==> config.mk <==
export PLATFORM = sky130hd
export DESIGN_NAME = sp_ctrl
export DESIGN_NICKNAME = d
export VERILOG_FILES = /design/src/rtl/core/sp_pkg.sv /design/src/rtl/core/sp_ctrl.sv
export SDC_FILE = /design/constraint.sdc
export NUM_CORES = 1
export LEC_CHECK = 0
export ABC_AREA = 1
export BUFFER_PORTS_ARGS = -buffer_cell sky130_fd_sc_hd__buf_2
export CAP_MARGIN = 30
export CORE_MARGIN = 2
export CORE_UTILIZATION = 40
export DETAILED_ROUTE_END_ITERATION = 7
export GPL_TIMING_DRIVEN = 0
export MAX_ROUTING_LAYER = met4
export PLACE_DENSITY = 0.7
export SLEW_MARGIN = 10
export SYNTH_ARGS = -nofsm -noshare
export SYNTH_HDL_FRONTEND = slang
export SYNTH_SLANG_ARGS = --single-unit
==> constraint.sdc <==
create_clock -name clk -period 2.06 [get_ports clk]
set_clock_uncertainty 0.2 [all_clocks]
set_input_delay 0.103 -clock clk [delete_from_list [all_inputs] [get_ports clk]]
set_output_delay 0.103 -clock clk [all_outputs]
set_load 0.005 [all_outputs]
==> src/rtl/core/sp_pkg.sv <==
`default_nettype none
package sp_pkg;

	localparam int MAX_VERTICES_DEF = 64;
	localparam int VC_W = 7;
	localparam int VTX_W = 7;
	localparam int RAW_W = 10;
	localparam int WGT_W = 20;
	localparam int DIST_W = 32;
	localparam logic [VC_W-1:0] VC_RESET = 7'd64;
	localparam logic [DIST_W-1:0] DIST_INF = '1;

	typedef enum logic [1:0] {
		OP_CLEAR = 2'd0,
		OP_EDGE  = 2'd1,
		OP_SOLVE = 2'd2,
		OP_NOP   = 2'd3
	} opcode_t;

	typedef struct packed {
		opcode_t            opcode;
		logic [VTX_W-1:0]   from_vertex;
		logic [VTX_W-1:0]   to_vertex;
		logic [RAW_W-1:0]   edge_weight;
		logic               square_weight;
	} item_t;

	typedef struct packed {
		logic [DIST_W-1:0] distance;
		logic              reachable;
	} result_t;

	typedef struct packed {
		logic [VC_W-1:0] vertex_count;
	} cfg_t;

	typedef enum logic [3:0] {
		ST_CLEAR,
		ST_IDLE,
		ST_EDGE,
		ST_INIT,
		ST_SCAN,
		ST_SCAN_DRAIN,
		ST_DECIDE,
		ST_RELAX,
		ST_RELAX_DRAIN,
		ST_EMIT
	} state_t;

	typedef struct packed {
		logic cnt_clr;
		logic cnt_inc;
		logic wm_clear_wr;
		logic edge_wr_fwd;
		logic edge_wr_rev;
		logic load_n;
		logic dist_init_wr;
		logic scan_rd;
		logic pick_clr;
		logic settle_wr;
		logic relax_rd;
		logic res_load;
	} dp_cmd_t;

	typedef struct packed {
		logic cnt_last;
		logic sweep_last;
		logic edge_ok;
		logic found;
		logic pick_last;
		logic res_busy;
	} dp_status_t;

endpackage
`default_nettype wire

==> src/rtl/core/sp_ctrl.sv <==
`default_nettype none
module sp_ctrl (
	input  wire logic               clk,
	input  wire logic               arst_n,
	input  wire logic               in_valid,
	input  wire sp_pkg::opcode_t    opcode,
	input  wire sp_pkg::dp_status_t status,
	output logic                    in_ready,
	output sp_pkg::dp_cmd_t         cmd
);
	import sp_pkg::*;

	state_t state_q, state_d;
	logic xfer;

	assign xfer = in_valid && in_ready;

	always_ff @(posedge clk or negedge arst_n) begin
		if (!arst_n) begin
			state_q <= ST_CLEAR;
		end else begin
			state_q <= state_d;
		end
	end

	always_comb begin
		state_d = state_q;
		unique case (state_q)
			ST_CLEAR: begin
				if (status.sweep_last) state_d = ST_IDLE;
			end
			ST_IDLE: begin
				if (xfer) begin
					unique case (opcode)
						OP_CLEAR: state_d = ST_CLEAR;
						OP_EDGE:  state_d = status.edge_ok ? ST_EDGE : ST_IDLE;
						OP_SOLVE: state_d = ST_INIT;
						OP_NOP:   state_d = ST_IDLE;
						default:  state_d = ST_IDLE;
					endcase
				end
			end
			ST_EDGE:        state_d = ST_IDLE;
			ST_INIT: begin
				if (status.cnt_last) state_d = ST_SCAN;
			end
			ST_SCAN: begin
				if (status.cnt_last) state_d = ST_SCAN_DRAIN;
			end
			ST_SCAN_DRAIN:  state_d = ST_DECIDE;
			ST_DECIDE: begin
				state_d = (!status.found || status.pick_last) ? ST_EMIT : ST_RELAX;
			end
			ST_RELAX: begin
				if (status.cnt_last) state_d = ST_RELAX_DRAIN;
			end
			ST_RELAX_DRAIN: state_d = ST_SCAN;
			ST_EMIT: begin
				if (!status.res_busy) state_d = ST_IDLE;
			end
			default:        state_d = ST_IDLE;
		endcase
	end

	always_comb begin
		cmd = '0;
		in_ready = 1'b0;
		unique case (state_q)
			ST_CLEAR: begin
				cmd.wm_clear_wr = 1'b1;
				cmd.cnt_inc = 1'b1;
			end
			ST_IDLE: begin
				in_ready = 1'b1;
				cmd.cnt_clr = 1'b1;
				if (xfer && opcode == OP_EDGE && status.edge_ok) cmd.edge_wr_fwd = 1'b1;
				if (xfer && opcode == OP_SOLVE) cmd.load_n = 1'b1;
			end
			ST_EDGE: cmd.edge_wr_rev = 1'b1;
			ST_INIT: begin
				cmd.dist_init_wr = 1'b1;
				cmd.cnt_inc = 1'b1;
				if (status.cnt_last) begin
					cmd.cnt_clr = 1'b1;
					cmd.pick_clr = 1'b1;
				end
			end
			ST_SCAN: begin
				cmd.scan_rd = 1'b1;
				cmd.cnt_inc = 1'b1;
			end
			ST_SCAN_DRAIN: ;
			ST_DECIDE: begin
				cmd.cnt_clr = 1'b1;
				if (status.found && !status.pick_last) cmd.settle_wr = 1'b1;
			end
			ST_RELAX: begin
				cmd.relax_rd = 1'b1;
				cmd.cnt_inc = 1'b1;
			end
			ST_RELAX_DRAIN: begin
				cmd.cnt_clr = 1'b1;
				cmd.pick_clr = 1'b1;
			end
			ST_EMIT: begin
				if (!status.res_busy) cmd.res_load = 1'b1;
			end
			default: ;
		endcase
	end
endmodule
`default_nettype wire

==> out/metrics.csv, run 1 <==
metric,value,unit
fill_cells,124,
yosysWarnings,0,
setup_tns,0,ns
fmax,564,MHz
status,"finished, final reports clean",
vias,636,
cpLargestDelayFamily,simple AND/OR/NAND/NOR gates,
die_height,40.3,µm
end_kind,primary output,
worstPathMaxFanout,6,
cp_common_cell,inv_1,
wl_per_cell,9.28,µm
ys_ff_latch,4,
top_regs,state_q (4),
regMostFlops,state_q,
grt.overflow.total,0,
drt-total-wl,1270,µm
relSlewSlack,79.3,%
grt_pass1_vias,506,
max_stage_delay,0.47,ns
worstSetupPathType,reg2out,
p_leak,0.456,nW
grt_pass1_wl,2070,µm
cp.arrival,1.47,ns
syn2layout_area_growth,39.2,%
syn_inst,91,
clk_path_buf_depth,2,
cpMaxStageDelayCell,dfrtp_1,
diodes,0,
yosys.area.top_type,nand2_1,
dp_hpwl,993,µm
numCtsBuffers,3,
fin_crit,1.77,ns
place_congestion,0.794,
coreArea,0.00127,mm²
start_kind,flop,
drtAntennaViolNets,0,
cp.required,1.76,ns
cts_max_level,1,
ctsResizeCount,0,
total_power,0.751,mW
finalNonFillerCells,137,
worst-slew-pin-transition,0.311,ns
finalMaxSlewViolations,0,
drtIter0Drc,14,
setup_viol,0,
synth_area,527,µm²
via_per_inst,4.64,
layout-drive-gt1-share,36.9,%
syn_nets,102,
finalHoldViolCount,0,
synth_top_area_share,19.2,%
clk_latency,0.23,ns
die_w,40.3,µm
clk_pin_slew,0.04,ns
cts_tree,built,
antenna_found_initial,0,
grt_setup_unrepaired,no,
ys_seq_area_share,19.0,%
root_buffer,clkbuf_4,
p_per_area,1020,mW/mm²
path_cells,nor2_1 -> inv_1 -> nor2_4 -> inv_1 -> nand4_1 -> buf_2,
fin_crit_sh,86.1,%
io_buffers,23,
drtPass1Iterations,4,
placementRows,13,
max_cap_viol_count,0,
io_pins,24,
vdd_drop_max,0.372,mV
dp.cells,129,
grtUsageTotal,19.9,%
yosys.cell_types.count,16,
synth.area.top_cells,"nand2_1, dfrtp_1, nor2_4",
nets,135,
avgSynthCellArea,5.79,µm²
dieArea,0.00162,mm²
hold_path.class,in2reg,
cts.sink_count,4,
worst-path-buf-inv,3,
initial_core_util,41.5,%
grt_max_degree,8,
largest_register_ffs,4,
drc_errors,0,
-- report_power, final --
| group | internal (mW) | total (mW) | switching [mW] |
|---|---|---|---|
| Sequential | 0.103 | 0.151 | 0.0488 |
| Clock | 0.0652 | 0.0970 | 0.0319 |
| Combinational | 0.195 | 0.503 | 0.309 |
-- kinds of logic after synthesis --
kind of cell	count (synthesis)	share of synthesized area [%]
simple gates	60	60.6
compound gates	5	4.75
buf+inv	22	15.7
flops	4	19.0
-- worst reg2reg max path, stage by stage (launching register included) --
cell,delay (ns)
dfrtp_1,0.47
nor2_1,0.27
inv_1,0.13
nor2_4,0.14
o21ai_0,0.09
nand2_1,0.08
nand2_1,0.05
-- path summary, 6_finish.rpt --
| kind | from | end | slack (ns) | cells past startpoint |
|---|---|---|---|---|
| max | state_q[1]$_DFFE_PN0P_ | cmd[11] | 0.29 | 6 |
| min | status[1] | state_q[3]$_DFFE_PN0P_ | 0.08 | 5 |
| max reg2reg | state_q[1]$_DFFE_PN0P_ | state_q[0]$_DFFE_PN0P_ | 0.52 | 6 |
| min reg2reg | state_q[0]$_DFFE_PN0P_ | state_q[0]$_DFFE_PN0P_ | 0.43 | 2 |
| max in group asynchronous | arst_n | state_q[0]$_DFFE_PN0P_ | 0.44 | 4 |
| min in group asynchronous | arst_n | state_q[1]$_DFFE_PN0P_ | 0.53 | 3 |
-- metal layers --
metal  wire [µm]  vias to the layer above  track usage, %
met2         597                       23            30.2
li1            -                      341               -
met4           5                        0            7.50
met3          80                        2            3.33
met1         587                      270            26.3
met5           0                        -               -
-- synth_stat cells, drive strengths merged --
master / number
o21ai: 4
dfrtp: 4
nand3b: 1
nand3: 8
nand4: 1
nor2: 19
nor3: 3
clkinv: 1
nor4: 1
nand2: 27
a21oi: 1
inv: 21
-- stage by stage --
| step | instance area, µm² | hold slack, ns | setup slack (ns) | utilization (%) |
|---|---|---|---|---|
| 2_1_floorplan | 527 | -0.393 | 0.717 | - |
| 3_3_place_gp | 661 | -0.294 | 0.570 | 52.1 |
| 3_5_place_dp | 661 | -0.293 | 0.558 | 52.1 |
| 4_1_cts | 733 | 0.0793 | 0.309 | 57.8 |
| 5_1_grt | 733 | 0.146 | 0.191 | 57.8 |
| 6_report | 733 | 0.0792 | 0.286 | 57.8 |
-- cell type report --
class / count / area (µm²) / share of cell area [%]
tap: 15 / 18.8 / 2.56
sequential: 4 / 100 / 13.7
multi-input combinational: 65 / 344 / 46.9
clock buffer: 3 / 22.5 / 3.07
inverter: 22 / 82.6 / 11.3
timing repair buffer: 28 / 165 / 22.5
-- timing repair --
action,CTS,global route
setup buffers,0,0
hold buffers,5,0
hold endpoints to repair,6,0
-- cells in the final DEF (no fill, tap or decap), types with 2 or more instances in the layout --
| cell | n |
|---|---|
| nor2_2 | 2 |
| nand3_1 | 5 |
| nor2_4 | 6 |
| nand2_1 | 27 |
| dfrtp_1 | 4 |
| buf_2 | 23 |
| nor2_1 | 11 |
| dlygate4sd3_1 | 5 |
| inv_2 | 7 |
| o21ai_0 | 4 |
| nand3_2 | 3 |
| inv_1 | 14 |
| clkbuf_4 | 3 |
| nor3_1 | 3 |
(Power assumes the default switching activity.)
==> run 2: changes to the inputs <==
Settings changed: CELL_PAD_IN_SITES_DETAIL_PLACEMENT set to 1, CELL_PAD_IN_SITES_GLOBAL_PLACEMENT set to 1, CORE_UTILIZATION 40 to 31, PLACE_DENSITY 0.7 to not set, PLACE_DENSITY_LB_ADDON set to 0.1.
Clock period 2.06 ns to 2.1 ns, I/O delays scaled along.
==> run 2 against run 1 <==
Via count increased by 4.4%. Count of clock-buffer cells in the layout unchanged. Register-to-register slack improved by 0.09 ns. Die area increased by 26%. Cell area increased by 0.17%. Worst hold slack improved by 0.043 ns. Sequential power about the same. Flip-flop and latch count unchanged. Global-route usage decreased by 2.0 points. Total power decreased by 0.62%. Highest routed layer is now met3. Final cell count increased by 0.73%. Clock power decreased by 4.5%.
==> out/metrics.csv, run 2 (synthesized netlist as in run 1, its figures left out) <==
metric,value,unit,change
status,"finished, final reports clean",,
dp.cells,130,,+0.78%
p_comb_share,67.5,%,+0.6 points
start_kind,flop,,
setup_viol,0,,unchanged
place_area,662,µm²,+0.19%
setup_tns,0,ns,unchanged
place_congestion,0.768,,-3.4%
grt_pass1_wl,2600,µm,+26%
grtUsageTotal,17.9,%,-2.0 points
p_per_area,1020,mW/mm²,-0.79%
layout-drive-gt1-share,36.9,%,unchanged
clk_pin_slew,0.04,ns,about the same
finalMaxSlewViolations,0,,unchanged
worst-slew-pin-transition,0.312,ns,+0.000956 ns
hold_path.class,in2reg,,
layout_commonest_cell,nand2_1,,
wl_per_cell,11.0,µm,+18%
grt_setup_unrepaired,no,,
clk_latency,0.23,ns,about the same
final_util,47.6,%,-10 points
p_int,0.355,mW,-1.9%
max_cap_viol_count,0,,unchanged
end_kind,primary output,,
dp_hpwl,1250,µm,+26%
fin_crit,1.78,ns,
placementRows,14,,+1
drc_errors,0,,unchanged
pre_cts_ws,0.553,ns,-0.00592 ns
coreArea,0.00154,mm²,+21%
syn2layout_area_growth,39.4,%,
seq_area,100,µm²,unchanged
path_cells,nor2_4 -> inv_2 -> nor2_4 -> inv_2 -> nor4_2 -> buf_2,,
cts_max_level,1,,unchanged
root_buffer,clkbuf_4,,
max_stage_delay,0.48,ns,about the same
clock_power_share,12.4,%,-0.5 points
finalNonFillerCells,138,,+0.73%
dieArea,0.00204,mm²,+26%
worst-path-buf-inv,3,,unchanged
fmax,561,MHz,
cpLargestDelayFamily,flip-flops,,
vias,664,,+4.4%
drtPass1Iterations,4,,unchanged
grt_pass1_vias,594,,+17%
initial_core_util,34.2,%,-7.3 points
drtIter0Drc,4,,-10
numCtsBuffers,3,,unchanged
top_regs,state_q (4),,
die_w,45.2,µm,+12%
clk_path_buf_depth,2,,unchanged
cp.arrival,1.48,ns,about the same
finalHoldViolCount,0,,unchanged
drtAntennaViolNets,0,,unchanged
layout_common_cells,"nand2_1, buf_2, inv_1",,
cts_tree,built,,
io_pins,24,,unchanged
p_leak,0.456,nW,unchanged
regMostFlops,state_q,,
p_sw_share,52.4,%,+0.64 points
nets,135,,unchanged
grt_max_degree,8,,unchanged
die_height,45.2,µm,+12%
multi_input_area,344,µm²,unchanged
timing.reg2reg.setup_slack,0.61,ns,+0.09 ns
worst_slack,0.316,ns,+0.0298 ns
via_per_inst,4.81,,+3.6%
worstPathMaxFanout,6,,unchanged
total_power,0.747,mW,-0.62%
power.switching,0.392,mW,+0.61%
cts.sink_count,4,,unchanged
grt.overflow.total,0,,unchanged
relSlewSlack,79.2,%,about the same
drt-total-wl,1520,µm,+19%
fill_cells,227,,+83%
vdd_drop_max,0.648,mV,+74%
worstSetupPathType,reg2out,,
ctsResizeCount,0,,unchanged
cpMaxStageDelayCell,dfrtp_1,,
cp.required,1.79,ns,+0.03 ns
antenna_found_initial,0,,unchanged
fin_crit_sh,84.9,%,
io_buffers,23,,unchanged
largest_register_ffs,4,,unchanged
seq_power_share,20.1,%,about the same
holdWs,0.122,ns,+0.0429 ns
fin_area,734,µm²,+0.17%
diodes,0,,unchanged
==> run 2: final cells by class <==
class                           instances  area share [%]
Timing Repair Buffer                   28            22.5
Clock buffer                            3            3.07
Tap cell                               16            2.73
Sequential cell                         4            13.6
Multi-Input combinational cell         65            46.8
Inverter                               22            11.2
==> run 2: power by group through the flow <==
| stage | sequential (mW) | clock (mW) | combinational, mW |
|---|---|---|---|
| finish | 0.150 | 0.0926 | 0.504 |
| global route | 0.157 | 0.102 | 0.577 |
| global placement | 0.151 | 0 | 0.490 |
| detailed placement | 0.152 | 0 | 0.499 |
| floorplan | 0.141 | 0 | 0.352 |
| CTS | 0.151 | 0.0981 | 0.511 |
==> run 2: what timing repair did <==
action	4_1_cts	5_1_grt
setup endpoints to repair	0	0
endpoints found under the hold margin	6	0
hold buffers	5	0
buffers inserted	0	0
==> run 2: worst paths after layout <==
path                                         from                endpoint  cells after the start
setup / recovery           state_q[3]$_DFFE_PN0P_                  cmd[6]                      6
hold / removal                          opcode[0]  state_q[1]$_DFFE_PN0P_                      6
setup reg to reg           state_q[1]$_DFFE_PN0P_  state_q[0]$_DFFE_PN0P_                      6
hold reg to reg            state_q[0]$_DFFE_PN0P_  state_q[0]$_DFFE_PN0P_                      2
max in group asynchronous                  arst_n  state_q[3]$_DFFE_PN0P_                      4
min in group asynchronous                  arst_n  state_q[0]$_DFFE_PN0P_                      3
==> run 2: worst min-delay path, delay by kind of cell <==
family,cells,cell delay (ns)
AOI/OAI and AO/OA,1,0.09
buffers and inverters,1,0.11
and+or+nand+nor,4,0.21
==> run 2: metal layers <==
layer  part of all wire [%]  routed length [µm]  GRT usage, %  vias to the layer above
met5                      0                   0             -                        -
met4                      0                   0             0                        0
met3                    4.9                  75          5.20                        0
met2                     49                 746          28.3                       16
met1                     46                 695          24.0                      306
li1                       -                   -             -                      342
==> run 3: changes to the inputs <==
Settings changed: CORE_UTILIZATION 31 to 26.
Clock period 2.1 ns to 1.6 ns, I/O delays scaled along.
==> run 3 against run 2 <==
Flip-flop and latch count unchanged. The run now ends with setup timing left. Total power grew 69%. Highest routed layer is now met4. Die area rose by 17%.
==> out/metrics.csv, run 3 (synthesized netlist as in run 1, its figures left out) <==
metric,value,unit,change
status,"finished, violations left",,
violations,setup timing,,
drc_errors,0,,unchanged
multi_input_area,384,µm²,+12%
diodes,0,,unchanged
layout-drive-gt1-share,52.6,%,+16 points
path_cells,nor2_4 -> inv_2 -> nor2_4 -> inv_2 -> nor4_2 -> buf_2,,
numCtsBuffers,3,,unchanged
cpMaxStageDelayCell,dfrtp_2,,
syn2layout_area_growth,67.2,%,
placementRows,16,,+2
cp.required,1.32,ns,-0.47 ns
worst-slew-pin-transition,0.237,ns,-0.0751 ns
end_kind,primary output,,
layout_commonest_cell,nand2_1,,
via_per_inst,4.43,,-7.9%
p_per_area,1430,mW/mm²,+41%
grt_setup_unrepaired,yes,,
clk_path_buf_depth,2,,unchanged
fin_area,881,µm²,+20%
grtUsageTotal,15.4,%,-2.4 points
place_congestion,0.792,,+3.2%
initial_core_util,27.1,%,-7.0 points
pre_cts_ws,0.0930,ns,-0.460 ns
final_util,45.4,%,-2.3 points
drtPass1Iterations,5,,+1
grt.overflow.total,0,,unchanged
grt_max_degree,7,,-1
total_power,1.26,mW,+69%
dp.cells,141,,+8.5%
clk_pin_slew,0.03,ns,about the same
io_buffers,23,,unchanged
cts_max_level,1,,unchanged
worstPathMaxFanout,6,,unchanged
cpLargestDelayFamily,flip-flops,,
drt-total-wl,1800,µm,+19%
drtAntennaViolNets,0,,unchanged
start_kind,flop,,
fin_crit_sh,100,%,
worstSetupPathType,reg2out,,
finalMaxSlewViolations,0,,unchanged
dp_hpwl,1260,µm,+1.3%
coreArea,0.00194,mm²,+26%
p_leak,0.515,nW,+13%
grt_pass1_vias,678,,+14%
io_pins,24,,unchanged
drtIter0Drc,2,,-2
clk_latency,0.24,ns,about the same
fin_crit,1.61,ns,
max_cap_viol_count,0,,unchanged
vias,709,,+6.8%
largest_register_ffs,4,,unchanged
layout_common_cells,"nand2_1, buf_2, inv_1",,
vdd_drop_max,0.507,mV,-22%
dieArea,0.00240,mm²,+17%
finalNonFillerCells,160,,+16%
wl_per_cell,11.3,µm,+2.4%
nets,146,,+8.1%
fill_cells,281,,+24%
finalHoldViolCount,0,,unchanged
worst-path-buf-inv,3,,unchanged
cts.sink_count,4,,unchanged
place_area,676,µm²,+2.1%
cp.arrival,1.33,ns,-0.15 ns
seq_area,105,µm²,+5.0%
antenna_found_initial,0,,unchanged
cts_tree,built,,
top_regs,state_q (4),,
die_w,49.0,µm,+8.4%
worst_slack,-0.00599,ns,-0.322 ns
max_stage_delay,0.45,ns,-0.03 ns
grt_pass1_wl,2730,µm,+4.8%
relSlewSlack,84.2,%,+4.9 points
root_buffer,clkbuf_4,,
regMostFlops,state_q,,
hold_path.class,in2reg,,
die_height,49.0,µm,+8.4%
setup_viol,1,,+1
fmax,623,MHz,
[run 3: cell types whose count changed in the layout (fill, tap and decap cells not counted), moves of 3 or more]
| cell | change |
|---|---|
| nand2_1 | -3 |
| nand2_2 | +3 |
| dfrtp_2 | +4 |
| dfrtp_1 | -4 |
| buf_4 | +10 |
[run 3: layout make-up]
cell class	instances	area share, %
clock buffer	3	2.56
inverter	22	9.37
multi-input combinational	65	43.6
sequential	4	11.9
tap	27	3.84
timing repair buffer	39	28.7
[run 3: metal layers]
layer,up-vias,wire length [µm],track usage (%)
met3,4,68,1.84
met5,-,0,-
met1,328,730,16.8
met4,0,42,8.57
li1,358,-,-
met2,19,958,27.2
[run 3: final timing paths]
check | from | to | slack [ns] | cells past startpoint
min reg2reg | state_q[0]$_DFFE_PN0P_ | state_q[0]$_DFFE_PN0P_ | 0.40 | 2
max reg2reg | state_q[0]$_DFFE_PN0P_ | state_q[3]$_DFFE_PN0P_ | 0.04 | 8
max | state_q[3]$_DFFE_PN0P_ | cmd[6] | -0.006 | 6
min in group asynchronous | arst_n | state_q[0]$_DFFE_PN0P_ | 0.55 | 3
max in group asynchronous | arst_n | state_q[2]$_DFFE_PN0P_ | 0.47 | 3
min | status[3] | state_q[0]$_DFFE_PN0P_ | 0.1 | 6
[run 3: power by group]
part	internal (mW)	switching [mW]	leakage, nW
logic	0.426	0.505	0.454
clock network	0.0839	0.0426	0.0138
registers	0.138	0.0656	0.0468
[run 3: tightest hold or removal path: stages]
cell	delay (ns)
buf_2	0.08
o21ai_0	0.08
nand2_1	0.07
o21ai_0	0.07
nand2_1	0.07
nand2_1	0.05
[run 3: timing repair]
item,in CTS,in global routing
setup endpoints to repair,4,11
hold buffers,4,0
setup buffers,7,5
gates resized for setup,7,11
pin swaps,2,9
hold endpoints to repair,6,0
[run 3: per-stage QoR]
stage | TNS, ns | hold slack (ns)
after floorplan | 0 | -0.416
after global placement | 0 | -0.316
after detailed placement | 0 | -0.314
after CTS | -0.00444 | 0.107
after global routing | -0.732 | 0.168
final | -0.00599 | 0.0965
